[config.mk]
export PLATFORM = sky130hd
export DESIGN_NAME = srn_div_cell
export DESIGN_NICKNAME = d
export VERILOG_FILES = /design/src/rtl/srn_pkg.sv /design/src/rtl/srn_div_cell.sv
export SDC_FILE = /design/constraint.sdc
export NUM_CORES = 1
export LEC_CHECK = 0
export BUFFER_PORTS_ARGS = -buffer_cell sky130_fd_sc_hd__buf_4
export CORE_UTILIZATION = 48
export DETAILED_ROUTE_END_ITERATION = 8
export PLACE_DENSITY = 0.81
export SETUP_SLACK_MARGIN = 0.15
export SLEW_MARGIN = 30
export SYNTH_ARGS = -nofsm -noshare
export SYNTH_HDL_FRONTEND = slang
export SYNTH_SLANG_ARGS = --single-unit
[constraint.sdc]
create_clock -name clk_i -period 5.63 [get_ports clk_i]
set_clock_uncertainty 0.2 [all_clocks]
set_input_delay 1.126 -clock clk_i [delete_from_list [all_inputs] [get_ports clk_i]]
set_output_delay 1.126 -clock clk_i [all_outputs]
set_load 0.01 [all_outputs]
[src/rtl/srn_pkg.sv]
`timescale 1ns / 1ps
// ----------------------------------------------------------------------------
// srn_pkg: shared types and constants of the slice range normalizer
// Widths of the slice fields, the internal arithmetic width and the
// payload that travels down the divider cell chain.
// ----------------------------------------------------------------------------
package srn_pkg;

  // Width of the signed slice bounds and of the step.
  localparam int unsigned INDEX_WIDTH = 32;
  // Width of the container length and of the index and count results.
  localparam int unsigned LEN_W = 31;
  // Signed width that holds a bound plus the length without overflow.
  localparam int unsigned AW = ((INDEX_WIDTH > LEN_W) ? INDEX_WIDTH : LEN_W + 1) + 1;
  // Signed width of a clamped bound, which lies in [-1, length].
  localparam int unsigned CW = LEN_W + 1;
  // One divider cell per quotient bit.
  localparam int unsigned NUM_CELLS = LEN_W;

  typedef logic [LEN_W-1:0]              len_t;
  typedef logic signed [INDEX_WIDTH-1:0] idx_t;
  typedef logic [INDEX_WIDTH-1:0]        mag_t;
  typedef logic signed [AW-1:0]          wide_t;
  typedef logic signed [CW-1:0]          bound_t;

  // Payload of one divider cell: partial remainder, numerator bits still to
  // be consumed with quotient bits shifted in behind them, the divisor, and
  // the side results that ride along.
  typedef struct packed {
    mag_t rem;
    len_t nq;
    mag_t divisor;
    len_t first;
    logic empty;
    logic err;
  } div_t;

endpackage

[src/rtl/srn_div_cell.sv]
`timescale 1ns / 1ps
// ----------------------------------------------------------------------------
// srn_div_cell: one restoring division step
// Brings down one numerator bit, subtracts the divisor when it fits and
// shifts the quotient bit in, then registers the result for the next cell.
// ----------------------------------------------------------------------------
module srn_div_cell (
  input  logic           clk_i,
  input  logic           rst_ni,
  input  logic           valid_i,
  output logic           ready_o,
  input  srn_pkg::div_t  data_i,
  output logic           valid_o,
  input  logic           ready_i,
  output srn_pkg::div_t  data_o
);
  import srn_pkg::*;

  logic                   valid_q;
  div_t                   data_d, data_q;
  logic [INDEX_WIDTH:0]   trial, diff;
  logic                   fits;

  always_comb begin
    trial       = {data_i.rem, data_i.nq[LEN_W-1]};
    diff        = trial - {1'b0, data_i.divisor};
    fits        = (trial >= {1'b0, data_i.divisor});
    data_d      = data_i;
    data_d.rem  = fits ? diff[INDEX_WIDTH-1:0] : trial[INDEX_WIDTH-1:0];
    data_d.nq   = {data_i.nq[LEN_W-2:0], fits};
  end

  assign ready_o = !valid_q || ready_i;

  always_ff @(posedge clk_i or negedge rst_ni) begin
    if (!rst_ni) begin
      valid_q <= 1'b0;
    end else if (ready_o) begin
      valid_q <= valid_i;
    end
  end

  always_ff @(posedge clk_i) begin
    if (ready_o && valid_i) data_q <= data_d;
  end

  assign valid_o = valid_q;
  assign data_o  = data_q;
endmodule

==> impl_metrics.ini, run 1 <==
[floorplanning]
core_area_mm2 = 0.01221
die_area_mm2 = 0.01316
placementRows = 40
initial_core_util = 0.4993
die_h_um = 114.7
dieWidth_um = 114.7
boundaryPins = 262

[setup_path]
reg2reg_to = data_o[5]$_DFFE_PP_
cp_top_family = compound AO/OA/AOI/OAI gates
crit_chain = buf_4, ha_1, fa_1, nand2b_1, a21oi_1, o21ai_0, o311a_1, a31oi_1, a21oi_1, o41ai_1, xor2_1, mux2_1
r2r-start = valid_o$_DFFE_PN0N_
cp_data_arrival_time_ns = 4.06
endpoint_kind = register
r2r_slack_ns = 3.42
timing.critical_path.mode_cell = a21oi_1
crit_path_start_kind = input port
cp_slowest_cell = fa_1
crit_path_max_fanout = 4
slowest_delay_ns = 0.41
critPathBufInv = 1
crit_type = in -> reg
reg2regPathDepth = 3
required_ns = 5.61

[clock_network]
cts_setup_buffers = 0
cts_buffers = 17
cts_max_path_buffers = 2
htree_num_levels = 4
cts_tree = done
hold_buffers = 0
post_cts_resized = 0
cts.sinks = 129
clk_pin_slew_worst_paths_ns = 0.06
clock_latency_ns = 0.43
clockRootBuffer = clkbuf_16

[timing]
holdWs_ns = 0.2598
finalHoldViolations = 0
timing_worst_slew_pin_value_ns = 0.5725
rsz0062_at_grt = false
final.min_clock_period_ns = 4.081
finalSetupViolations = 0
fmax_mhz = 245.1
slew_headroom = 0.6183
worst_slack_ns = 1.549
finalMaxSlewViolations = 0
setup-tns-final_ns = 0
period_share = 0.7248

[drt]
viasPerCell = 5.338
drt.antenna.violating_nets = 0
drt-total-wl_mm = 17.78
drtPass1Iterations = 5
drt_iter0_drc = 449
drc = 0
vias = 4932
wl_per_cell_um = 19.24

[pwr]
power_density_mw_per_mm2 = 312.6
pwr-share-seq = 0.425
power.leakage_nw = 3.827
power_mw = 2.746
p_comb_frac = 0.189
sw_frac_of_total = 0.2590
switchingPower_uw = 711.2
internal_power_mw = 2.035
vdd_ir_drop_max_uv = 201.8
power.share.clock = 0.386

[cells_and_area]
post-route-cell-area_mm2 = 0.008785
fin_cells = 924
nets = 908
drive_above_1_share = 0.4074
final_cell_mix = 265 x buf_4, 128 x edfxtp_1, 56 x a21oi_1, 38 x inv_1, 35 x nor2_1
area_growth_syn_to_layout_pct = 44.08
fin_util = 0.7194
n_antenna_cell = 0
layout_commonest_cell = buf_4

[placed_design]
dpl-instance-area_mm2 = 0.008209
numPortBuffers = 261
gp_congestion = 0.8686
post-place-ws_ns = 1.115
dp_hpwl_mm = 12.99
placed_cells = 892

[global_routing]
grt_pass1_vias = 4872
antenna_found_initial = 0
grt_pass1_wl_mm = 26.08
overflow = 0
grt_start_max_net_pins = 48
globalRouteTotalUtil = 0.2712

[status]
outcome = finished clean

[synthesis]
synth_ff_type = edfxtp_1
syn-num-nets = 642
synth_edf_count = 128
yosysWarningCount = 0
synth_cells = 477
synthTopCellsByArea = edfxtp_1 63%, ha_1 6.6%, a21oi_1 4.6%
ys_types = 49
ys_ff_latch = 129
synth_top_cell_by_area = edfxtp_1
synth.top_cell.area_share = 0.6304
synthesis.area_mm2 = 0.006097
seq_area_frac_synth = 0.6345
async_flop_share = 0.007752
synth_area_per_cell_um2 = 12.78

[hold_path]
holdCritPathClass = in -> async

[flow_run]
cap_violations = 0
[state kept, by name, indices dropped and copies added, names as in the netlist]
register / count
data_o: 128
valid_o: 1
[per-layer routing]
metal	track usage	part of all wire	vias to the layer above
li1	-	-	2305
met1	0.2865	0.36	2337
met2	0.4853	0.51	244
met3	0.09476	0.090	46
met4	0.1273	0.033	0
met5	0	0	-
[cell families after synthesis]
| group | synth area share |
|---|---|
| simple gates | 0.07942 |
| mux | 0.02011 |
| flops | 0.6345 |
| buf+inv | 0.03817 |
| fa+ha+maj | 0.06895 |
| xor+xnor | 0.03879 |
| compound gates | 0.1201 |
[synthesized netlist by cell type, types with 4 or more instances]
cell type  instances
o21ai_0           16
nand2b_1           5
inv_1             38
o21a_1             6
edfxtp_1         128
buf_2              8
nand2_1           26
xor2_1            12
clkbuf_1           6
a21oi_1           56
ha_1              32
xnor2_1           15
nand3_1            8
nand4_1            8
nor2_1            35
mux2_2             6
a31oi_1            5
nor4_1             4
mux2_1             4
o211ai_1           4
a21o_1            12
[power by group through the flow]
stage          clock network [mW]  registers [mW]  logic, mW
3_3_place_gp                    0            1.18      0.497
4_1_cts                      1.08            1.17      0.516
5_1_grt                      1.11            1.17      0.559
2_1_floorplan                   0            1.22      0.239
6_report                     1.06            1.17      0.519
3_5_place_dp                    0            1.19      0.508
[area by class of cell]
| class | instances | area [µm²] |
|---|---|---|
| repair buffers | 265 | 1989 |
| fillers | 872 | 3427 |
| flip-flops and latches | 129 | 3869 |
| multi-input cells | 292 | 1998 |
| well taps | 168 | 210.2 |
| clock buffers | 20 | 466.7 |
| clock inverters | 12 | 108.9 |
| inverters | 38 | 142.6 |
[worst register-to-register path, stage by stage, from the launching register on]
cell,delay [ns]
dfrtp_1,0.37
nand2b_1,0.13
and2_4,0.51
buf_4,0.61
[how the worst max path moves through the flow]
stage                          start               endpoint  cells past startpoint  slack, ns
after global placement    data_i[51]  data_o[104]$_DFFE_PP_                     12       1.19
final                     data_i[33]  data_o[126]$_DFFE_PP_                     12       1.55
after global routing      data_i[51]  data_o[103]$_DFFE_PP_                     12       1.33
after floorplan              ready_i    data_o[0]$_DFFE_PP_                      2       0.64
after detailed placement  data_i[51]  data_o[102]$_DFFE_PP_                     12       1.11
after CTS                 data_i[51]  data_o[103]$_DFFE_PP_                     12       1.57
Power figures use the tool's default switching activity.
==> run 2: changes to the inputs <==
==> constraint.sdc (replaced) <==
create_clock -name clk_i -period 4.3 [get_ports clk_i]
set_clock_uncertainty 0.2 [all_clocks]
set_input_delay 0.86 -clock clk_i [delete_from_list [all_inputs] [get_ports clk_i]]
set_output_delay 0.86 -clock clk_i [all_outputs]
set_load 0.01 [all_outputs]
==> impl_metrics.ini, run 2 (synthesized netlist as in run 1, its figures left out) <==
[status]
outcome = finished clean

[drt]
drtPass1Iterations = 5
drt.antenna.violating_nets = 0
drc = 0
vias = 4851
drt-total-wl_mm = 17.78
wl_per_cell_um = 19.10
viasPerCell = 5.211
drt_iter0_drc = 379

[placed_design]
numPortBuffers = 261
dp_hpwl_mm = 13.14
gp_congestion = 0.8383

[clock_network]
clockRootBuffer = clkbuf_16
cts_setup_buffers = 0
hold_buffers = 1
cts_max_path_buffers = 2
cts_buffers = 17
htree_num_levels = 4
clk_pin_slew_worst_paths_ns = 0.06
clock_latency_ns = 0.43
post_cts_resized = 0
cts.sinks = 129
cts_tree = done

[global_routing]
grt_pass1_vias = 4838
antenna_found_initial = 0
grt_pass1_wl_mm = 26.32
globalRouteTotalUtil = 0.2736
grt_start_max_net_pins = 71
overflow = 0

[setup_path]
crit_path_start_kind = input port
r2r_slack_ns = 2.39
slowest_delay_ns = 0.41
reg2regPathDepth = 3
r2r-start = valid_o$_DFFE_PN0N_
crit_type = in -> reg
cp_data_arrival_time_ns = 3.70
endpoint_kind = register
path_depth = 12
crit_path_max_fanout = 3
critPathBufInv = 1
crit_chain = buf_4, ha_1, fa_1, nand2b_1, a21oi_1, o21ai_0, o311a_1, a31oi_1, a21oi_1, o41ai_1, xor2_1, mux2_1
timing.critical_path.mode_cell = a21oi_1
crit_start = data_i[33]
reg2reg_to = data_o[92]$_DFFE_PP_
required_ns = 4.28
cp_slowest_cell = fa_1
cp-endpoint = data_o[126]$_DFFE_PP_
cp_top_family = compound AO/OA/AOI/OAI gates

[cells_and_area]
layout_commonest_cell = buf_4
largest_reg_flops = 128
n_antenna_cell = 0
area_growth_syn_to_layout_pct = 45.52
final_cell_mix = 269 x buf_4, 128 x edfxtp_1, 56 x a21oi_1, 38 x inv_1, 35 x nor2_1
drive_above_1_share = 0.4102
nets = 915
nFillCells = 875

[timing]
timing_worst_slew_pin_value_ns = 0.5489
final.min_clock_period_ns = 3.717
slew_headroom = 0.6324
rsz0062_at_grt = false
holdWs_ns = 0.3481
period_share = 0.8645
finalMaxSlewViolations = 0
setup-tns-final_ns = 0
finalHoldViolations = 0
finalSetupViolations = 0
fmax_mhz = 269.0

[floorplanning]
initial_core_util = 0.4993
dieWidth_um = 114.7
boundaryPins = 262
placementRows = 40
die_h_um = 114.7
core_area_mm2 = 0.01221
die_area_mm2 = 0.01316

[hold_path]
min_path_cells = 2
hold_start = valid_o$_DFFE_PN0N_
holdCritPathClass = reg -> reg

[pwr]
vdd_ir_drop_max_uv = 239.4
power_density_mw_per_mm2 = 411.7
power.leakage_nw = 3.853
power_mw = 3.653

[flow_run]
cap_violations = 0
run 2: cell count changes in the layout (fill, tap and decap cells not counted), sizes merged:
cell         delta
clkinvlp        +4
clkinv          -7
dlygate4sd3     +1
buf             +6
inv             +4
bufinv          +1
clkbuf          -2
run 2: worst min-delay path by stage:
stage / end / slack [ns]
after global routing: data_o[86]$_DFFE_PP_ / 0.39
after global placement: valid_o$_DFFE_PN0N_ / 0.32
after detailed placement: valid_o$_DFFE_PN0N_ / 0.33
after floorplan: valid_o$_DFFE_PN0N_ / 0.36
after CTS: valid_o$_DFFE_PN0N_ / 0.35
final: valid_o$_DFFE_PN0N_ / 0.35
run 2: area by class of cell:
type,count,area (µm²),share of cell area
Multi-Input combinational cell,292,1998,0.2252
Clock buffer,18,429.2,0.04837
Timing Repair Buffer,272,2069,0.2333
Inverter,38,142.6,0.01608
Clock inverter,14,153.9,0.01735
Tap cell,168,210.2,0.02369
Sequential cell,129,3869,0.4360
run 2: tightest hold or removal path, delay by kind of cell, from the launching register on:
kind | cells | cell delay (ns)
flip-flops | 1 | 0.35
AND/OR/NAND/NOR | 2 | 0.16
run 2: metrics by stage:
step | util | setup WS [ns] | std cells | area (µm²)
finish | 0.7265 | 0.5826 | 931 | 8872
global route | 0.7265 | 0.3875 | 931 | 8872
CTS | 0.7265 | 0.5836 | 931 | 8872
detailed placement | 0.6780 | 0.1247 | 898 | 8279
global placement | 0.6780 | 0.2736 | 898 | 8279
floorplan | - | 0.4642 | 477 | 6098
run 2: where the power goes:
part           leakage (nW)  switching [mW]  total (mW)  internal (mW)
Clock                 0.266           0.580        1.44          0.859
Sequential             1.23          0.0267        1.53           1.50
Combinational          2.36           0.354       0.687          0.333
Total                  3.85           0.960        3.65           2.69
run 2: routing by layer:
layer	up-vias	wire length [µm]	global-route usage
li1	2321	-	-
met3	34	1866	0.1159
met5	-	0	0
met2	223	8980	0.4764
met4	0	468	0.1134
met1	2273	6466	0.2931
