$ cat src/rtl/srn_pkg.sv
`timescale 1ns / 1ps
// ----------------------------------------------------------------------------
// srn_pkg: shared types and constants of the slice range normalizer
// Widths of the slice fields, the internal arithmetic width and the
// payload that travels down the divider cell chain.
// ----------------------------------------------------------------------------
package srn_pkg;

  // Width of the signed slice bounds and of the step.
  localparam int unsigned INDEX_WIDTH = 32;
  // Width of the container length and of the index and count results.
  localparam int unsigned LEN_W = 31;
  // Signed width that holds a bound plus the length without overflow.
  localparam int unsigned AW = ((INDEX_WIDTH > LEN_W) ? INDEX_WIDTH : LEN_W + 1) + 1;
  // Signed width of a clamped bound, which lies in [-1, length].
  localparam int unsigned CW = LEN_W + 1;
  // One divider cell per quotient bit.
  localparam int unsigned NUM_CELLS = LEN_W;

  typedef logic [LEN_W-1:0]              len_t;
  typedef logic signed [INDEX_WIDTH-1:0] idx_t;
  typedef logic [INDEX_WIDTH-1:0]        mag_t;
  typedef logic signed [AW-1:0]          wide_t;
  typedef logic signed [CW-1:0]          bound_t;

  // Payload of one divider cell: partial remainder, numerator bits still to
  // be consumed with quotient bits shifted in behind them, the divisor, and
  // the side results that ride along.
  typedef struct packed {
    mag_t rem;
    len_t nq;
    mag_t divisor;
    len_t first;
    logic empty;
    logic err;
  } div_t;

endpackage

$ cat src/rtl/srn_out_if.sv
`timescale 1ns / 1ps
// ----------------------------------------------------------------------------
// srn_out_if: normalized slice result channel
// Valid/ready channel that carries the first index, count and flags.
// ----------------------------------------------------------------------------
interface srn_out_if;
  import srn_pkg::*;

  logic valid;
  logic ready;
  len_t first_index;
  len_t element_count;
  logic is_empty;
  logic step_error;

  modport source (
    output valid, first_index, element_count, is_empty, step_error,
    input  ready
  );

  modport sink (
    input  valid, first_index, element_count, is_empty, step_error,
    output ready
  );
endinterface

$ cat src/rtl/srn_finish.sv
`timescale 1ns / 1ps
// ----------------------------------------------------------------------------
// srn_finish: result output register
// Turns the quotient into the element count and holds the result beat
// until the sink takes it.
// ----------------------------------------------------------------------------
module srn_finish (
  input  logic           clk_i,
  input  logic           rst_ni,
  input  logic           valid_i,
  output logic           ready_o,
  input  srn_pkg::div_t  data_i,
  srn_out_if.source      result_o
);
  import srn_pkg::*;

  logic valid_q;
  len_t first_q, count_q, count_d;
  logic empty_q, err_q;

  // The quotient counts the steps after the first element.
  assign count_d = (data_i.empty || data_i.err) ? '0 : data_i.nq + len_t'(1);
  assign ready_o = !valid_q || result_o.ready;

  always_ff @(posedge clk_i or negedge rst_ni) begin
    if (!rst_ni) begin
      valid_q <= 1'b0;
    end else if (ready_o) begin
      valid_q <= valid_i;
    end
  end

  always_ff @(posedge clk_i) begin
    if (ready_o && valid_i) begin
      first_q <= data_i.first;
      count_q <= count_d;
      empty_q <= data_i.empty;
      err_q   <= data_i.err;
    end
  end

  assign result_o.valid         = valid_q;
  assign result_o.first_index   = first_q;
  assign result_o.element_count = count_q;
  assign result_o.is_empty      = empty_q;
  assign result_o.step_error    = err_q;
endmodule

$ cat src/flat_wrapper.sv
// flat-port wrapper written by rule: the top's interface ports become plain ports
module srn_finish_flat import srn_pkg::*;
  (clk_i, rst_ni, valid_i, ready_o, data_i, result_o_valid, result_o_first_index, result_o_element_count, result_o_is_empty, result_o_step_error, result_o_ready);
  srn_out_if result_o_i ();
  input  logic clk_i;
  input  logic rst_ni;
  input  logic valid_i;
  output logic ready_o;
  input  srn_pkg::div_t data_i;
  output wire logic [$bits(result_o_i.valid)-1:0] result_o_valid;
  output wire logic [$bits(result_o_i.first_index)-1:0] result_o_first_index;
  output wire logic [$bits(result_o_i.element_count)-1:0] result_o_element_count;
  output wire logic [$bits(result_o_i.is_empty)-1:0] result_o_is_empty;
  output wire logic [$bits(result_o_i.step_error)-1:0] result_o_step_error;
  input wire logic [$bits(result_o_i.ready)-1:0] result_o_ready;
  assign result_o_valid = result_o_i.valid;
  assign result_o_first_index = result_o_i.first_index;
  assign result_o_element_count = result_o_i.element_count;
  assign result_o_is_empty = result_o_i.is_empty;
  assign result_o_step_error = result_o_i.step_error;
  assign result_o_i.ready = result_o_ready;
  srn_finish u_core (.clk_i(clk_i), .rst_ni(rst_ni), .valid_i(valid_i), .ready_o(ready_o), .data_i(data_i), .result_o(result_o_i));
endmodule
$ cat config.mk
export PLATFORM = sky130hd
export DESIGN_NAME = srn_finish_flat
export DESIGN_NICKNAME = d
export VERILOG_FILES = /design/src/rtl/srn_pkg.sv /design/src/rtl/srn_out_if.sv /design/src/rtl/srn_finish.sv /design/src/flat_wrapper.sv
export SDC_FILE = /design/constraint.sdc
export NUM_CORES = 1
export LEC_CHECK = 0
export ABC_CLOCK_PERIOD_IN_PS = 3150
export BUFFER_PORTS_ARGS = -buffer_cell sky130_fd_sc_hd__buf_2
export CAP_MARGIN = 20
export CORE_MARGIN = 1.5
export CORE_UTILIZATION = 41
export DETAILED_ROUTE_END_ITERATION = 8
export PLACE_DENSITY_LB_ADDON = 0.2
export SLEW_MARGIN = 15
export SYNTH_ARGS = -nofsm -noshare
export SYNTH_HDL_FRONTEND = slang
export SYNTH_SLANG_ARGS = --single-unit
$ cat constraint.sdc
create_clock -name clk_i -period 3.15 [get_ports clk_i]
set_input_delay 0.315 -clock clk_i [delete_from_list [all_inputs] [get_ports clk_i]]
set_output_delay 0.315 -clock clk_i [all_outputs]
set_load 0.005 [all_outputs]
==> impl_metrics.toml, run 1 <==
[clock_tree]
cts-buffers-inserted = 9
clk_pin_slew_ps = 70
clock_latency_ps = 330
clock_tree.root_cell = "clkbuf_8"
cts_tree = "built"
cts.sinks = 65
ctsHtreeMaxLevel = 3
clk_path_buf_depth = 2
post_cts_buffers = 0

[timing]
fin_crit_ps = 1897
rsz0062_at_grt = "false"
fin_ws_ps = 1253
tns_ps = 0
period_share = 0.6021
drv_slew = 0
setup_violations = 0
max-slew-margin-rel = 0.5982
tightest_slew_ps = 602.7
hold_viol_final = 0
fmax_mhz = 527.3
skew_ps = 5.149

[worst_setup_path]
slowest_delay_ps = 600
cp-end-kind = "flip-flop"
crit_path_start_kind = "input port"
worstPathArrival_ps = 2070
crit_type = "in -> reg"
critical_path_required_ps = 3320
startpoint = "data_i[70]"
slowest_stage = "or4_1"
r2r_start = "u_core.result_o.valid"
path_cells = "buf_2 -> and4_1 -> nand4_2 -> or4_1 -> a21oi_1"
crit_fanout = 16
ff2ff_path_depth = 3

[synthesis]
synth.avg_cell_area_um2 = 13.78
synth_seq_cells = 65
synthArstFlopShare = 0.01538
ys_seq_area_frac = 0.6891
ys_warn_count = 0
synthTopCellsByCount = "64 x edfxtp_1, 14 x a21oi_1, 14 x nor2_1"
synth.top_cell.area_share = 0.6802
synthTopCellsByArea = "edfxtp_1 68%, and4_1 3.1%, xor2_1 3.1%"
ys_dominant_reg_cell = "edfxtp_1"
synth.most_common_cell = "edfxtp_1"
yosysTopAreaCell = "edfxtp_1"
synth_cells = 205
synth.cell_area_um2 = 2825
syn_nets = 338
synth-edff-count = 64
yosysUniqueCellTypes = 31

[power_and_ir_drop]
power.density_nw_per_um2 = 538.3
share_seq_of_total_power = 0.495
p_int_uw = 1618
ir_worst_vdd_v = 0.0002255
p_leak_uw = 0.001555
p_comb_frac = 0.089
netSwitchingPower_uw = 435.6
clkPwrFrac = 0.416
swShare = 0.2121
power_uw = 2053

[min_path]
hp-start = "data_i[17]"
worstHoldPathCells = 1
hold_path.class = "in -> reg"

[run]
max-cap-violations = 0

[floorplan]
rows = 30
start_util = 0.4205
io_pins = 198
die_y_um = 86.01
core_um2 = 6719
dieArea_um2 = 7398
die_width_um = 86.01

[grt]
antenna_found_initial = 0
grt_pass1_vias = 2044
track_usage = 0.1720
grt_max_degree = 42
overflow = 0
grt_pass1_wl_um = 9729

[place]
place_inst = 410
place_congestion = 0.7826
hpwl_um = 4489
pre_cts_ws_ps = 933.5
port-buffer-count = 133

[routing]
drtAntennaViolNets = 0
viasPerCell = 5.201
post_drt_wl_per_cell_um = 14.79
drt-pass1-iter-count = 4
remaining_drc_errors = 0
drt-total-wl_um = 6316
vias = 2221
drt_iter0_markers = 99

[cells_and_area]
diodes = 0
fillers = 593
area_delta_synth_final_pct = 35.03
nets = 475
final-instance-count-excl-fill = 427
drive_above_1_share = 0.4467

[outcome]
status = "complete, no violations"
-- state kept, by name, summed over array words and instances, names as in the netlist --
register	cells
u_core.result_o.element_count	31
u_core.result_o.first_index	31
u_core.result_o.is_empty	1
u_core.result_o.step_error	1
u_core.result_o.valid	1
-- power by group through the flow --
| stage | clock (uW) | sequential (uW) | combinational (uW) |
|---|---|---|---|
| 2_1_floorplan | 0 | 1050 | 58.8 |
| 4_1_cts | 882 | 1020 | 186 |
| 5_1_grt | 911 | 1020 | 203 |
| 3_5_place_dp | 0 | 1040 | 184 |
| 3_3_place_gp | 0 | 1030 | 180 |
| 6_report | 855 | 1020 | 183 |
-- layer usage --
metal	routed length (um)	global-route usage	vias to the layer above
li1	-	-	1076
met1	2710	0.2095	1032
met2	2934	0.2842	104
met3	558	0.04812	9
met4	112	0.07918	0
met5	0	0	-
-- path summary, 6_finish.rpt --
path,to,slack [ps]
setup / recovery,u_core.result_o.element_count[23],1250
max in group asynchronous,u_core.result_o.valid,2790
hold reg to reg,u_core.result_o.valid,540
hold / removal,u_core.result_o.first_index[15],160
setup reg to reg,u_core.result_o.first_index[20],1470
min in group asynchronous,u_core.result_o.valid,280
-- logic make-up after synthesis --
logic type	count (synthesis)	synth area share
AO/OA/AOI/OAI	33	0.06732
XOR/XNOR	12	0.03720
adder cells (fa/ha/maj)	1	0.004428
buffers and inverters	10	0.01904
flip-flops	65	0.6891
AND/OR/NAND/NOR	84	0.1829
-- layout make-up --
class / instances / area (um2) / area share
Clock inverter: 6 / 115.1 / 0.03017
Inverter: 1 / 3.754 / 0.0009839
Multi-Input combinational cell: 130 / 825.8 / 0.2165
Clock buffer: 10 / 127.6 / 0.03345
Tap cell: 80 / 100.1 / 0.02624
Sequential cell: 65 / 1947 / 0.5103
Timing Repair Buffer: 135 / 695.7 / 0.1824
-- cell usage in the layout (no fill, tap or decap), types with 6 or more instances in the layout --
cell type,n
nand2_1,9
o21ai_0,9
or3_1,8
edfxtp_1,64
a21oi_1,14
nor2_1,14
clkbuf_8,9
or4_1,6
buf_2,133
xor2_1,10
and4_1,10
nand3_1,10
nand4_1,9
-- per-stage QoR --
step | utilization | area [um2] | hold WS (ps)
after floorplan | - | 2825 | 19.41
after global placement | 0.5302 | 3562 | 90.77
after detailed placement | 0.5302 | 3562 | 90.46
after CTS | 0.5678 | 3815 | 138.7
after global routing | 0.5678 | 3815 | 138.7
final | 0.5678 | 3815 | 156.6
-- repair_timing --
action | CTS | global route
endpoints found under the hold margin | 1 | 0
hold buffers | 1 | 0
endpoints found under the setup margin | 0 | 0
resized for setup | 0 | 0
-- critical path: cells and delay by family --
family          cells  cell delay (ps)
buf+inv             1              130
compound gates      1              170
simple gates        3             1440
Note: power is estimated with default switching activity, not from simulation.
==> run 2, diff against run 1 <==
- ABC_CLOCK_PERIOD_IN_PS: 3150 -> 1980
- clock period: 3.15 -> 1.98 ns (I/O delays scaled with it)
==> impl_metrics.toml, run 2 (synthesized netlist as in run 1, its figures left out) <==
[timing]
fmax_mhz = 638.1
setup_violations = 0
hold_viol_final = 0
period_share = 0.7915
hold-worst-slack_ps = 32.62
fin_crit_ps = 1567
skew_ps = 6.544
max-slew-margin-rel = 0.7607
rsz0062_at_grt = "false"
drv_slew = 0
tns_ps = 0
tightest_slew_ps = 357.7

[clock_tree]
cts_resized = 0
clock_latency_ps = 330
cts-buffers-inserted = 9
cts_tree = "built"
clk_pin_slew_ps = 80
ctsHtreeMaxLevel = 3
clk_path_buf_depth = 2
clock_tree.root_cell = "clkbuf_8"
cts.sinks = 65

[floorplan]
core_um2 = 6719
start_util = 0.4205
rows = 30
die_y_um = 86.01
io_pins = 198
die_width_um = 86.01
dieArea_um2 = 7398

[worst_setup_path]
crit_fanout = 7
cp-end-kind = "flip-flop"
path_buf_inv = 1
crit_path_start_kind = "input port"
slowest_stage = "or4_1"
crit_type = "in -> reg"
path_cells = "buf_2 -> ha_1 -> and4_1 -> nand4_4 -> or4_1 -> a21oi_1"
worstPathArrival_ps = 1760
slowest_delay_ps = 520
cp_top_family = "simple AND/OR/NAND/NOR gates"
critical_path_required_ps = 2170

[grt]
use_met1 = 0.2207
antenna_found_initial = 0
overflow = 0
use_met2 = 0.2727
groute.layer.met3.usage = 0.06256
grt_pass1_vias = 1968
track_usage = 0.1722
grt_max_degree = 40
busiest_layer = "met2"
grt_pass1_wl_um = 9604

[place]
port-buffer-count = 133
hpwl_um = 4511
place_congestion = 0.8459

[routing]
drt-pass1-iter-count = 4
drt-total-wl_um = 6306
post_drt_wl_per_cell_um = 14.46
drt_iter0_markers = 98
drtAntennaViolNets = 0
vias = 2232
viasPerCell = 5.119
remaining_drc_errors = 0

[min_path]
hold_path.class = "in -> reg"

[power_and_ir_drop]
power.density_nw_per_um2 = 819.5
ir_worst_vdd_v = 0.0002743
p_leak_uw = 0.001586

[cells_and_area]
diodes = 0
nets = 484
drive_above_1_share = 0.4607
final_common_cell = "buf_2"
final_cell_mix = "133 x buf_2, 64 x edfxtp_1, 14 x a21oi_1, 14 x nor2_1"
area_delta_synth_final_pct = 36.63

[run]
max-cap-violations = 0

[outcome]
status = "complete, no violations"
run 2: cell types whose count changed in the layout (fill, tap and decap cells not counted), sizes merged:
cell      before  now
buf          134  143
inv            2    1
clkinv         1    2
clkinvlp       1    2
bufinv         3    2
run 2: power breakdown:
part	total [uW]	internal, uW	switching [uW]
sequential	1610	1600	15.6
combinational	302	138	164
clock	1250	713	533
run 2: per-stage QoR:
step	setup slack, ps	util	cells	total power [uW]	instance area, um2
6_report	412.8	0.5745	436	3163	3860
5_1_grt	307.0	0.5745	436	3292	3860
4_1_cts	415.7	0.5745	436	3192	3860
3_5_place_dp	75.26	0.5402	419	1949	3630
3_3_place_gp	90.11	0.5402	419	1941	3630
2_1_floorplan	220.3	-	205	1755	2826
run 2: cell type report:
type	instances	area, um2
Clock buffer	10	127.6
Tap cell	80	100.1
Sequential cell	65	1947
Multi-Input combinational cell	130	825.8
Inverter	1	3.754
Fill cell	564	2859
Timing Repair Buffer	144	763.2
Clock inverter	6	92.59
run 2: final timing paths:
check,from,endpoint,slack [ps],cells past startpoint
setup reg to reg,u_core.result_o.valid,u_core.result_o.first_index[28],680,3
min in group asynchronous,rst_ni,u_core.result_o.valid,170,2
setup / recovery,data_i[65],u_core.result_o.element_count[28],410,6
hold reg to reg,u_core.result_o.valid,u_core.result_o.valid,520,2
hold / removal,data_i[26],u_core.result_o.first_index[24],30,1
max in group asynchronous,rst_ni,u_core.result_o.valid,1720,2
run 2: repair_timing:
item,in CTS,in global routing
hold buffers,1,0
hold endpoints to repair,1,0
buffers inserted,0,0
setup endpoints to repair,0,0
run 2: metal layers:
metal / share of wire / vias to the layer above / routed length [um]
met3: 0.081 / 9 / 511
met2: 0.47 / 102 / 2936
met4: 0.014 / 0 / 90
li1: - / 1095 / -
met1: 0.44 / 1026 / 2767
met5: 0 / - / 0
==> run 3, diff against run 2 <==
- ABC_AREA: unset -> 1
- ABC_CLOCK_PERIOD_IN_PS: 1980 -> 1400
- CORE_UTILIZATION: 41 -> 38
- clock period: 1.98 -> 1.4 ns (I/O delays scaled with it)
==> impl_metrics.toml, run 3 <==
[outcome]
status = "complete, no violations"

[synthesis]
synth.top_cell.area_share = 0.6536
synth-edff-count = 64
synthTopCellsByCount = "64 x edfxtp_1, 64 x nand2_1, 56 x nor2_1, 20 x a21oi_1, 19 x inv_1"
ys_warn_count = 0
synth.avg_cell_area_um2 = 10.58
synth.cell_area_um2 = 2940
syn_nets = 411
yosysTopAreaCell = "edfxtp_1"
synthTopCellsByArea = "edfxtp_1 65%, nand2_1 8.2%, nor2_1 7.1%"
ys_seq_area_frac = 0.6621
synth_cells = 278
yosysUniqueCellTypes = 23
synth_seq_cells = 65
ys_dominant_reg_cell = "edfxtp_1"
synthArstFlopShare = 0.01538

[worst_setup_path]
crit_path_start_kind = "input port"
critical_path_required_ps = 1580
startpoint = "data_i[1]"
worstSetupEndpoint = "u_core.result_o.element_count[15]"
crit_type = "in -> reg"
cp-end-kind = "flip-flop"
crit_fanout = 20
r2r_start = "u_core.result_o.valid"
ff2ff_path_depth = 2
r2r_slack_ps = 190
worstPathArrival_ps = 1470
rr_endpoint = "u_core.result_o.element_count[4]"

[cells_and_area]
final_common_cell = "buf_2"
diodes = 0
final_cell_mix = "133 x buf_2, 64 x nand2_1, 64 x edfxtp_1, 55 x nor2_1, 34 x dlygate4sd3_1"
nets = 593
area_delta_synth_final_pct = 47.49
drive_above_1_share = 0.3699
fillers = 651

[timing]
drv_slew = 0
fin_crit_ps = 1290
hold_viol_final = 0
fmax_mhz = 775.0
tightest_slew_ps = 245.6
rsz0062_at_grt = "false"
hold-worst-slack_ps = 21.17
max-slew-margin-rel = 0.8356
setup_violations = 0
skew_ps = 8.218
period_share = 0.9217
fin_ws_ps = 109.6

[floorplan]
die_width_um = 90.97
core_um2 = 7370
io_pins = 198
die_y_um = 90.97
rows = 31
start_util = 0.3990
dieArea_um2 = 8275

[routing]
drt_iter0_markers = 75
vias = 2585
drt-pass1-iter-count = 4
drtAntennaViolNets = 0
remaining_drc_errors = 0
viasPerCell = 4.583
drt-total-wl_um = 7511
post_drt_wl_per_cell_um = 13.32

[clock_tree]
cts_tree = "built"
post_cts_buffers = 0
ctsHtreeMaxLevel = 3
clk_path_buf_depth = 2
cts-buffers-inserted = 9
cts.sinks = 65
clock_latency_ps = 340
clock_tree.root_cell = "clkbuf_8"
clk_pin_slew_ps = 70

[grt]
overflow = 0
grt_pass1_wl_um = 12040
antenna_found_initial = 0
grt_max_degree = 35
grt_pass1_vias = 2500
track_usage = 0.1887

[place]
port-buffer-count = 133
place_congestion = 0.9065
hpwl_um = 5216
pre_cts_ws_ps = -24.35

[power_and_ir_drop]
ir_worst_vdd_v = 0.0003807
power.density_nw_per_um2 = 1010
p_leak_uw = 0.001873

[min_path]
hp-start = "valid_i"
hold_path.class = "in -> reg"

[run]
max-cap-violations = 0
run 3: cell count changes after synthesis, sizes merged, moves of 4 or more:
| cell | previous run | this run |
|---|---|---|
| a21oi | 14 | 20 |
| and3 | 6 | 1 |
| and4 | 10 | 0 |
| clkbuf | 5 | 0 |
| inv | 1 | 21 |
| nand2 | 9 | 67 |
| nand3 | 10 | 14 |
| nand4 | 12 | 1 |
| nor2 | 14 | 68 |
| o31ai | 5 | 0 |
| or3 | 8 | 0 |
| or4 | 6 | 0 |
| xor2 | 10 | 3 |
run 3: stage by stage:
step	total power, uW	std cells	cell area [um2]	util	setup TNS (ps)
after floorplan	2509	278	2952	-	-34470
after global placement	2777	514	3802	0.5160	0
after detailed placement	2787	514	3802	0.5160	-82.94
after CTS	4421	564	4330	0.5876	0
after global routing	4564	564	4337	0.5885	0
final	4382	564	4337	0.5885	0
run 3: how the worst min path moves through the flow:
stage                     cells after the start               endpoint
after floorplan                               0  u_core.result_o.valid
final                                         3  u_core.result_o.valid
after global routing                          3  u_core.result_o.valid
after global placement                        1  u_core.result_o.valid
after detailed placement                      1  u_core.result_o.valid
after CTS                                     3  u_core.result_o.valid
run 3: cell type report:
class,count,area (um2),area share
Sequential cell,65,1947,0.4489
Timing Repair Buffer,173,1080,0.2490
Multi-Input combinational cell,190,919.6,0.2121
Clock buffer,11,131.4,0.03029
Tap cell,99,123.9,0.02856
Inverter,21,78.83,0.01818
Clock inverter,5,56.30,0.01298
run 3: what timing repair did:
| item | CTS | global route |
|---|---|---|
| hold endpoints to repair | 34 | 0 |
| hold buffers | 34 | 0 |
| endpoints found under the setup margin | 0 | 17 |
| gates resized for setup | 0 | 2 |
run 3: cell families (layout without fill, tap and decap cells):
kind of cell	count (synthesis)	after routing	share of synthesized area
buf+inv	23	210	0.02979
fa+ha+maj	1	1	0.004255
flops	65	65	0.6621
xor+xnor	3	3	0.008938
compound gates	28	28	0.04936
simple gates	158	158	0.2455
run 3: where the power goes:
| group | internal (uW) | switching (uW) |
|---|---|---|
| logic | 262 | 274 |
| clock network | 821 | 738 |
| registers | 2260 | 25.4 |
run 3: layer usage:
layer  GRT usage  wire length (um)
met5           0                 0
met3     0.05193               586
met2      0.3215              3614
met1      0.2257              3222
met4     0.07292                88
run 3: critical path, stage by stage:
cell and delay, ps:
dlygate4sd3_1 550, buf_2 140, nor2_2 160, buf_6 220, o21ai_0 110, nor2_1 140
