`config.mk`:
```
export PLATFORM = sky130hd
export DESIGN_NAME = srn_prep_flat
export DESIGN_NICKNAME = d
export VERILOG_FILES = /design/src/rtl/srn_pkg.sv /design/src/rtl/srn_in_if.sv /design/src/rtl/srn_prep.sv /design/src/flat_wrapper.sv
export SDC_FILE = /design/constraint.sdc
export NUM_CORES = 1
export LEC_CHECK = 0
export BUFFER_PORTS_ARGS = -buffer_cell sky130_fd_sc_hd__buf_2
export CAP_MARGIN = 5
export CORE_ASPECT_RATIO = 0.7
export CORE_MARGIN = 2
export CORE_UTILIZATION = 40
export CTS_BUF_LIST = sky130_fd_sc_hd__clkbuf_2 sky130_fd_sc_hd__clkbuf_4 sky130_fd_sc_hd__clkbuf_8
export CTS_CLUSTER_SIZE = 20
export DETAILED_ROUTE_END_ITERATION = 10
export PLACE_DENSITY = 0.66
export SYNTH_ARGS = -nofsm -noshare
export SYNTH_HDL_FRONTEND = slang
export SYNTH_SLANG_ARGS = --single-unit
```
`constraint.sdc`:
```
create_clock -name clk_i -period 3.6 [get_ports clk_i]
set_input_delay 1.08 -clock clk_i [delete_from_list [all_inputs] [get_ports clk_i]]
set_output_delay 1.08 -clock clk_i [all_outputs]
set_load 0.05 [all_outputs]
```
`src/rtl/srn_pkg.sv`:
```
`timescale 1ns / 1ps
// ----------------------------------------------------------------------------
// srn_pkg: shared types and constants of the slice range normalizer
// Widths of the slice fields, the internal arithmetic width and the
// payload that travels down the divider cell chain.
// ----------------------------------------------------------------------------
package srn_pkg;

  // Width of the signed slice bounds and of the step.
  localparam int unsigned INDEX_WIDTH = 32;
  // Width of the container length and of the index and count results.
  localparam int unsigned LEN_W = 31;
  // Signed width that holds a bound plus the length without overflow.
  localparam int unsigned AW = ((INDEX_WIDTH > LEN_W) ? INDEX_WIDTH : LEN_W + 1) + 1;
  // Signed width of a clamped bound, which lies in [-1, length].
  localparam int unsigned CW = LEN_W + 1;
  // One divider cell per quotient bit.
  localparam int unsigned NUM_CELLS = LEN_W;

  typedef logic [LEN_W-1:0]              len_t;
  typedef logic signed [INDEX_WIDTH-1:0] idx_t;
  typedef logic [INDEX_WIDTH-1:0]        mag_t;
  typedef logic signed [AW-1:0]          wide_t;
  typedef logic signed [CW-1:0]          bound_t;

  // Payload of one divider cell: partial remainder, numerator bits still to
  // be consumed with quotient bits shifted in behind them, the divisor, and
  // the side results that ride along.
  typedef struct packed {
    mag_t rem;
    len_t nq;
    mag_t divisor;
    len_t first;
    logic empty;
    logic err;
  } div_t;

endpackage

```
`src/rtl/srn_in_if.sv`:
```
`timescale 1ns / 1ps
// ----------------------------------------------------------------------------
// srn_in_if: slice descriptor channel
// Valid/ready channel that carries the container length and a raw slice.
// ----------------------------------------------------------------------------
interface srn_in_if;
  import srn_pkg::*;

  logic valid;
  logic ready;
  len_t length;
  idx_t start_index;
  logic start_given;
  idx_t stop_index;
  logic stop_given;
  idx_t stride;

  modport source (
    output valid, length, start_index, start_given, stop_index, stop_given, stride,
    input  ready
  );

  modport sink (
    input  valid, length, start_index, start_given, stop_index, stop_given, stride,
    output ready
  );
endinterface

```
`src/rtl/srn_prep.sv`:
```
`timescale 1ns / 1ps
// ----------------------------------------------------------------------------
// srn_prep: bound normalization front end
// Two pipeline stages: wrap and clamp both bounds, then form the empty flag
// and the numerator and divisor for the divider chain.
// ----------------------------------------------------------------------------
module srn_prep (
  input  logic            clk_i,
  input  logic            rst_ni,
  srn_in_if.sink          slice_i,
  output logic            valid_o,
  input  logic            ready_i,
  output srn_pkg::div_t   data_o
);
  import srn_pkg::*;

  localparam wide_t WIDE_ONE = wide_t'(1);
  localparam wide_t WIDE_M1  = '1;
  localparam wide_t WIDE_Z   = '0;

  typedef struct packed {
    bound_t start;
    bound_t stop;
    mag_t   mag;
    logic   pos;
    logic   err;
    logic   zlen;
  } bnd_t;

  logic  v1_q, v2_q;
  logic  rdy1, rdy2;
  bnd_t  b_d, b_q;
  div_t  p_d, p_q;

  // Stage one: defaults, wrap by the length and clamp, for both bounds.
  wide_t s_raw, t_raw, len_w, len_m1;
  wide_t s_b, s_w, s_c, t_b, t_w, t_c;
  logic  pos;

  always_comb begin
    s_raw  = {{(AW-INDEX_WIDTH){slice_i.start_index[INDEX_WIDTH-1]}}, slice_i.start_index};
    t_raw  = {{(AW-INDEX_WIDTH){slice_i.stop_index[INDEX_WIDTH-1]}}, slice_i.stop_index};
    len_w  = {{(AW-LEN_W){1'b0}}, slice_i.length};
    len_m1 = len_w - WIDE_ONE;
    pos    = !slice_i.stride[INDEX_WIDTH-1];

    if (pos) begin
      s_b = slice_i.start_given ? s_raw : WIDE_Z;
      s_w = (s_b < WIDE_Z) ? s_b + len_w : s_b;
      s_c = (s_w < WIDE_Z) ? WIDE_Z : ((s_w > len_w) ? len_w : s_w);
      t_b = slice_i.stop_given ? t_raw : len_w;
      t_w = (t_b < WIDE_Z) ? t_b + len_w : t_b;
      t_c = (t_w < WIDE_Z) ? WIDE_Z : ((t_w > len_w) ? len_w : t_w);
    end else begin
      s_b = slice_i.start_given ? s_raw : len_m1;
      s_w = (s_b < WIDE_Z) ? s_b + len_w : s_b;
      s_c = (s_w < WIDE_Z) ? WIDE_M1 : ((s_w >= len_w) ? len_m1 : s_w);
      t_b = t_raw;
      if (!slice_i.stop_given) begin
        t_w = WIDE_M1;
      end else begin
        t_w = (t_b < WIDE_Z) ? t_b + len_w : t_b;
      end
      t_c = (t_w < WIDE_M1) ? WIDE_M1 : ((t_w >= len_w) ? len_m1 : t_w);
    end

    b_d.start = s_c[CW-1:0];
    b_d.stop  = t_c[CW-1:0];
    b_d.mag   = pos ? mag_t'(slice_i.stride) : mag_t'('0) - mag_t'(slice_i.stride);
    b_d.pos   = pos;
    b_d.err   = (slice_i.stride == '0);
    b_d.zlen  = (slice_i.length == '0);
  end

  // Stage two: emptiness and the numerator, which is the span minus one.
  bound_t span_m1;
  logic   empty_raw, empty_f;

  always_comb begin
    if (b_q.pos) begin
      empty_raw = (b_q.start >= b_q.stop);
      span_m1   = b_q.stop - b_q.start - bound_t'(1);
    end else begin
      empty_raw = b_q.start[CW-1] || (b_q.start <= b_q.stop);
      span_m1   = b_q.start - b_q.stop - bound_t'(1);
    end
    empty_f     = !b_q.err && (b_q.zlen || empty_raw);
    p_d.rem     = '0;
    p_d.nq      = (empty_f || b_q.err) ? '0 : span_m1[LEN_W-1:0];
    p_d.divisor = b_q.mag;
    p_d.first   = (empty_f || b_q.err) ? '0 : b_q.start[LEN_W-1:0];
    p_d.empty   = empty_f;
    p_d.err     = b_q.err;
  end

  assign rdy2          = !v2_q || ready_i;
  assign rdy1          = !v1_q || rdy2;
  assign slice_i.ready = rdy1;

  always_ff @(posedge clk_i or negedge rst_ni) begin
    if (!rst_ni) begin
      v1_q <= 1'b0;
      v2_q <= 1'b0;
    end else begin
      if (rdy1) v1_q <= slice_i.valid;
      if (rdy2) v2_q <= v1_q;
    end
  end

  always_ff @(posedge clk_i) begin
    if (rdy1 && slice_i.valid) b_q <= b_d;
    if (rdy2 && v1_q) p_q <= p_d;
  end

  assign valid_o = v2_q;
  assign data_o  = p_q;
endmodule

```
`src/flat_wrapper.sv`:
```
// flat-port wrapper written by rule: the top's interface ports become plain ports
module srn_prep_flat import srn_pkg::*;
  (clk_i, rst_ni, valid_o, ready_i, data_o, slice_i_valid, slice_i_length, slice_i_start_index, slice_i_start_given, slice_i_stop_index, slice_i_stop_given, slice_i_stride, slice_i_ready);
  srn_in_if slice_i_i ();
  input  logic clk_i;
  input  logic rst_ni;
  output logic valid_o;
  input  logic ready_i;
  output srn_pkg::div_t data_o;
  input wire logic [$bits(slice_i_i.valid)-1:0] slice_i_valid;
  input wire logic [$bits(slice_i_i.length)-1:0] slice_i_length;
  input wire logic [$bits(slice_i_i.start_index)-1:0] slice_i_start_index;
  input wire logic [$bits(slice_i_i.start_given)-1:0] slice_i_start_given;
  input wire logic [$bits(slice_i_i.stop_index)-1:0] slice_i_stop_index;
  input wire logic [$bits(slice_i_i.stop_given)-1:0] slice_i_stop_given;
  input wire logic [$bits(slice_i_i.stride)-1:0] slice_i_stride;
  output wire logic [$bits(slice_i_i.ready)-1:0] slice_i_ready;
  assign slice_i_i.valid = slice_i_valid;
  assign slice_i_i.length = slice_i_length;
  assign slice_i_i.start_index = slice_i_start_index;
  assign slice_i_i.start_given = slice_i_start_given;
  assign slice_i_i.stop_index = slice_i_stop_index;
  assign slice_i_i.stop_given = slice_i_stop_given;
  assign slice_i_i.stride = slice_i_stride;
  assign slice_i_ready = slice_i_i.ready;
  srn_prep u_core (.clk_i(clk_i), .rst_ni(rst_ni), .slice_i(slice_i_i), .valid_o(valid_o), .ready_i(ready_i), .data_o(data_o));
endmodule
```
==> flow_metrics.env, run 1 <==
export IMPL_slew_viol_final=0
export IMPL_place_congestion=1.03
export IMPL_synth_edff_count=195
export IMPL_via_count=28200
export IMPL_power_leakage_nw=17.2
export IMPL_cts_root_buf="clkbuf_8"
export IMPL_drt_pass1_iterations=5
export IMPL_yosys_register_bits=197
export IMPL_ctsHoldBuffers=0
export IMPL_hpwlAfterDp_um=86300
export IMPL_violations="setup timing"
export IMPL_floorplan_die_width_um=301
export IMPL_yosysSeqAreaShare_pct=24.0
export IMPL_yosys_most_used_dff="edfxtp_1"
export IMPL_nNetsFinal=4599
export IMPL_cp_startpoint="slice_i_length[5]"
export IMPL_globalRoute_totalOverflow=0
export IMPL_cts_htree_levels=4
export IMPL_layout_drive_gt1_share_pct=39.1
export IMPL_fin_crit_sh_pct=183
export IMPL_grt_antenna_before_repair=6
export IMPL_port_buffers=230
export IMPL_grt_pass1_vias=26100
export IMPL_final_common_cell="buf_4"
export IMPL_grtUsageTotal_pct=31.9
export IMPL_tightestPinTransition_ns=0.760
export IMPL_critPathKind="in -> reg"
export IMPL_rows=76
export IMPL_finalHoldViolations=0
export IMPL_max_freq_mhz=151
export IMPL_stdcell_count=4980
export IMPL_most_common_layout_cells="buf_4, ha_1, nor2_1"
export IMPL_die_area_um2=63600
export IMPL_critical_path_required_ns=3.90
export IMPL_wirelength_um=106000
export IMPL_clk_pin_slew_ns=0.12
export IMPL_ys_types=99
export IMPL_crit_arrival_ns=6.91
export IMPL_worstSkewPairLatency_ns=0.57
export IMPL_irDropWorstVdd_mv=0.284
export IMPL_ys_warn_count=0
export IMPL_ant_nets=0
export IMPL_async_flop_share_pct=1.02
export IMPL_ioPinCount=263
export IMPL_vias_per_cell=5.66
export IMPL_slowest_delay_ns=0.43
export IMPL_cts_tree="built"
export IMPL_grt_first_pass_wirelength_um=155000
export IMPL_rsz0062_at_grt="true"
export IMPL_netlist_area_um2=24600
export IMPL_syn_inst=2986
export IMPL_grt_max_degree=100
export IMPL_placed_cells=4861
export IMPL_syn_mean_instance_area_um2=8.25
export IMPL_timing_final_ws_setup_ns=-3.00
export IMPL_start_util_pct=40.2
export IMPL_powerDensity_nw_per_um2=330
export IMPL_fillerInstances=5370
export IMPL_die_y_um=212
export IMPL_drtIter0Drc=3106
export IMPL_startpoint_type="input port"
export IMPL_crit_path_end_kind="register"
export IMPL_wire_per_inst_um=21.2
export IMPL_cts_sinks=197
export IMPL_tns_ns=-173.66
export IMPL_r2r_start="u_core.b_q[68]"
export IMPL_core_area_um2=61200
export IMPL_area_growth_pct=49.5
export IMPL_clock_skew_ns=0.0334
export IMPL_cts_made_buffers=17
export IMPL_setup_violations=64
export IMPL_cap_violations=0
export IMPL_cpMostUsedCell="a21o_1"
export IMPL_status="complete, but fails checks"
export IMPL_hold_path_class="in -> async"
export IMPL_clk_path_buf_depth=2
export IMPL_crit_path_max_fanout=7
export IMPL_post_route_drc_count=0
export IMPL_relSlewSlack_pct=48.8
export IMPL_crit_slowest_cell="or4_4"
export IMPL_period_needed_ns=6.60
==> final cells by class <==
| type | count | area (µm²) | share of cell area (%) |
|---|---|---|---|
| clock buffers | 17 | 234 | 0.635 |
| well taps | 819 | 1020 | 2.78 |
| inverters | 151 | 613 | 1.66 |
| repair buffers | 1277 | 9610 | 26.1 |
| clock inverters | 15 | 179 | 0.486 |
| flip-flops and latches | 197 | 5910 | 16.0 |
| multi-input cells | 2501 | 19300 | 52.3 |
| diodes | 3 | 7.51 | 0.0204 |
==> synth_stat cells (27+ instances only) <==
cell type | number | area share, %
or3_1 | 33 | 0.84
edfxtp_1 | 195 | 24
o21ai_0 | 193 | 3.9
buf_4 | 37 | 1.1
inv_1 | 149 | 2.3
nor3_1 | 48 | 0.97
nor2_1 | 331 | 5.0
clkbuf_1 | 91 | 1.4
a21oi_1 | 269 | 5.5
mux2i_1 | 78 | 3.2
a21o_1 | 116 | 3.5
o311ai_1 | 27 | 0.96
o211ai_1 | 31 | 0.94
nand2_1 | 206 | 3.1
and2_1 | 45 | 1.1
nand4_1 | 54 | 1.4
a211oi_1 | 40 | 1.2
nand3_1 | 44 | 0.89
xnor2_1 | 122 | 4.3
ha_1 | 315 | 16
o21ai_1 | 31 | 0.63
o21a_1 | 38 | 1.2
a31oi_1 | 29 | 0.74
xor2_1 | 54 | 1.9
==> routing by layer <==
metal | share of wire (%) | vias up | wire (µm) | global-route usage, %
met4 | 3.0 | 8 | 3140 | 9.26
li1 | - | 13400 | - | -
met5 | 0.044 | - | 47 | 0
met3 | 11 | 171 | 11500 | 4.47
met1 | 46 | 13300 | 48700 | 49.2
met2 | 40 | 1293 | 42300 | 45.4
==> report_power, final <==
part / total [mW] / leakage [nW] / switching, mW / internal, mW
clock: 1.52 / 0.204 / 0.993 / 0.532
combinational: 7.64 / 15.1 / 4.21 / 3.43
sequential: 3.01 / 1.92 / 0.175 / 2.84
==> worst max-delay path, delay by kind of cell <==
kind | cells | cell delay [ns]
fa+ha+maj | 2 | 0.52
mux | 1 | 0.19
xor+xnor | 2 | 0.29
simple gates | 5 | 1.32
buf+inv | 6 | 0.86
compound gates | 14 | 2.63
==> stage by stage <==
stage / worst slack, ns / total power [mW] / hold slack, ns / utilization, % / instance area (µm²)
2_1_floorplan: -3.01 / 6.86 / 0.400 / - / 25200
3_3_place_gp: -3.80 / 9.54 / 0.401 / 55.3 / 33900
3_5_place_dp: -4.01 / 9.61 / 0.405 / 55.3 / 33900
4_1_cts: -2.92 / 11.5 / 0.247 / 57.9 / 35500
5_1_grt: -3.12 / 12.8 / 0.255 / 60.2 / 36800
6_report: -3.00 / 12.2 / 0.291 / 60.2 / 36900
==> flip-flops by register name (all words and copies together) (netlist names) <==
name,cells
u_core.data_o,96
u_core.v1_q,1
u_core.valid_o,1
u_core.b_q,99
==> cell families (layout without fill, tap and decap cells) <==
logic type,Yosys count,in the layout,synth area share [%]
XOR/XNOR,176,176,6.25
AO/OA/AOI/OAI,973,975,25.8
other,1,35,0.0152
flip-flops,197,197,24.0
buffers and inverters,321,1460,5.93
adder cells (fa/ha/maj),321,321,16.5
AND/OR/NAND/NOR,898,898,17.4
multiplexers,99,99,4.13
==> worst paths after layout <==
| kind | endpoint | slack [ns] | cells after the start |
|---|---|---|---|
| min in group clk_i | u_core.data_o[48] | 0.42 | 0 |
| hold reg to reg | u_core.data_o[48] | 0.42 | 0 |
| setup reg to reg | u_core.data_o[92] | 0.09 | 13 |
| setup / recovery | u_core.b_q[72] | -3.00 | 30 |
| max in group asynchronous | u_core.valid_o | 3.22 | 1 |
| hold / removal | u_core.v1_q | 0.29 | 1 |
==> repair_timing <==
action | in CTS | in global routing
endpoints found under the setup margin | 79 | 124
pin swaps | 57 | 90
cloned | 4 | 5
setup buffers | 57 | 29
gates resized for setup | 156 | 211
Power figures use the tool's default switching activity.
==> run 2: changes to the inputs <==
--- a/config.mk
+++ b/config.mk
@@ -7,7 +7,7 @@
 export LEC_CHECK = 0
 export BUFFER_PORTS_ARGS = -buffer_cell sky130_fd_sc_hd__buf_2
 export CAP_MARGIN = 5
-export CORE_ASPECT_RATIO = 0.7
+export CORE_ASPECT_RATIO = 1.1
 export CORE_MARGIN = 2
 export CORE_UTILIZATION = 40
 export CTS_BUF_LIST = sky130_fd_sc_hd__clkbuf_2 sky130_fd_sc_hd__clkbuf_4 sky130_fd_sc_hd__clkbuf_8
==> flow_metrics.env, run 2 (synthesis results as in run 1) <==
export IMPL_vias_per_cell=5.65
export IMPL_fin_crit_sh_pct=186
export IMPL_floorplan_die_width_um=241
export IMPL_slew_viol_final=0
export IMPL_final_common_cell="buf_4"
export IMPL_multi_input_area_um2=18900
export IMPL_startpoint_type="input port"
export IMPL_reg2regPathDepth=17
export IMPL_place_congestion=1.05
export IMPL_clk_pin_slew_ns=0.11
export IMPL_nNetsFinal=4535
export IMPL_port_buffers=230
export IMPL_cpMostUsedCell="o21a_1"
export IMPL_layout_drive_gt1_share_pct=37.3
export IMPL_grt_pass1_vias=26900
export IMPL_critPathKind="in -> reg"
export IMPL_wirelength_um=102000
export IMPL_rows=95
export IMPL_critical_path_required_ns=3.87
export IMPL_drtIter0Drc=2428
export IMPL_cts_tree="built"
export IMPL_clock_skew_ns=0.0208
export IMPL_max_freq_mhz=150
export IMPL_hpwlAfterDp_um=84400
export IMPL_area_growth_pct=45.8
export IMPL_cts_made_buffers=17
export IMPL_powerDensity_nw_per_um2=329
export IMPL_slowest_delay_ns=0.46
export IMPL_status="complete, but fails checks"
export IMPL_grt_antenna_before_repair=3
export IMPL_grtUsageTotal_pct=31.2
export IMPL_die_y_um=264
export IMPL_die_area_um2=63600
export IMPL_wire_per_inst_um=20.7
export IMPL_seq_area_um2=5910
export IMPL_crit_slowest_cell="a311o_2"
export IMPL_tns_ns=-180.37
export IMPL_grt_max_degree=57
export IMPL_path_depth=31
export IMPL_cts_sinks=197
export IMPL_crit_path_max_fanout=5
export IMPL_setup_violations=64
export IMPL_ant_nets=0
export IMPL_rsz0062_at_grt="true"
export IMPL_cp_num_buf_inv=5
export IMPL_core_area_um2=61000
export IMPL_relSlewSlack_pct=42.4
export IMPL_hold_path_class="in -> async"
export IMPL_cts_htree_levels=4
export IMPL_start_util_pct=40.4
export IMPL_irDropWorstVdd_mv=0.224
export IMPL_grt_first_pass_wirelength_um=151000
export IMPL_via_count=27800
export IMPL_crit_family="compound AO/OA/AOI/OAI gates"
export IMPL_power_leakage_nw=16.8
export IMPL_power_mw=11.8
export IMPL_fin_hold_ws_ns=0.313
export IMPL_cts_root_buf="clkbuf_8"
export IMPL_cap_violations=0
export IMPL_post_route_drc_count=0
export IMPL_largest_register="u_core.b_q"
export IMPL_crit_arrival_ns=6.95
export IMPL_finalHoldViolations=0
export IMPL_fillerInstances=5533
export IMPL_violations="setup timing"
export IMPL_period_needed_ns=6.68
export IMPL_ioPinCount=263
export IMPL_worstSkewPairLatency_ns=0.52
export IMPL_timing_final_ws_setup_ns=-3.08
export IMPL_drt_pass1_iterations=6
export IMPL_tightestPinTransition_ns=0.862
export IMPL_largest_register_ffs=99
export IMPL_clk_path_buf_depth=2
export IMPL_crit_path_end_kind="register"
export IMPL_most_common_layout_cells="buf_4, ha_1, nor2_1"
export IMPL_globalRoute_totalOverflow=0
-- run 2: cell types whose count changed in the layout (fill, tap and decap cells not counted), moves of 5 or more --
cell / previous run / this run
buf_12: 28 / 23
buf_4: 991 / 933
inv_6: 3 / 8
o221ai_2: 11 / 16
o221ai_4: 11 / 4
clkinv_8: 7 / 1
o311ai_1: 7 / 18
o311ai_2: 15 / 9
o21ai_0: 149 / 154
o311ai_4: 8 / 3
-- run 2: worst paths after layout --
| path | startpoint | endpoint | slack, ns |
|---|---|---|---|
| max in group asynchronous | rst_ni | u_core.valid_o | 3.20 |
| min in group clk_i | u_core.b_q[28] | u_core.data_o[58] | 0.42 |
| max | slice_i_length[8] | u_core.b_q[73] | -3.08 |
| min | rst_ni | u_core.v1_q | 0.31 |
| max reg2reg | u_core.b_q[67] | u_core.data_o[72] | 0.10 |
| min reg2reg | u_core.b_q[28] | u_core.data_o[58] | 0.42 |
-- run 2: cell type report --
cell class / count / share of cell area (%)
diodes: 2 / 0.0139
clock buffers: 18 / 0.690
clock inverters: 14 / 0.432
inverters: 151 / 1.64
multi-input cells: 2501 / 52.7
flip-flops and latches: 197 / 16.4
well taps: 824 / 2.87
repair buffers: 1213 / 25.2
-- run 2: worst reg2reg max path, delay by kind of cell, from the launching register on --
| family | cells | cell delay, ns |
|---|---|---|
| AO/OA/AOI/OAI | 7 | 1.14 |
| AND/OR/NAND/NOR | 4 | 0.70 |
| adder cells (fa/ha/maj) | 2 | 0.60 |
| buffers and inverters | 4 | 0.56 |
| flip-flops | 1 | 0.35 |
-- run 2: timing repair --
item                                    4_1_cts  5_1_grt
pin swaps                                    88       66
resized for setup                           189      116
buffers inserted                             44       21
gates cloned                                 10        1
endpoints found under the setup margin       68       93
hold buffers                                  0        0
-- run 2: where the power goes --
part / internal, mW / switching, mW
combinational: 3.29 / 4.06
clock: 0.598 / 0.887
sequential: 2.84 / 0.161
-- run 2: metrics by stage --
step | cell area [µm²] | util (%) | setup WS (ns) | instances
2_1_floorplan | 25200 | - | -3.01 | 3017
3_3_place_gp | 33500 | 55.0 | -3.60 | 4819
3_5_place_dp | 33500 | 55.0 | -3.73 | 4819
4_1_cts | 35300 | 57.9 | -2.94 | 4903
5_1_grt | 35900 | 58.9 | -3.23 | 4918
6_report | 35900 | 58.9 | -3.08 | 4920
-- run 2: routing by layer --
| metal | share of wire [%] | wire length, µm | GRT usage, % |
|---|---|---|---|
| met1 | 39 | 39700 | 37.3 |
| met5 | 0.027 | 27 | 0 |
| met2 | 46 | 47100 | 52.5 |
| met3 | 7.2 | 7290 | 5.10 |
| met4 | 7.4 | 7540 | 18.5 |
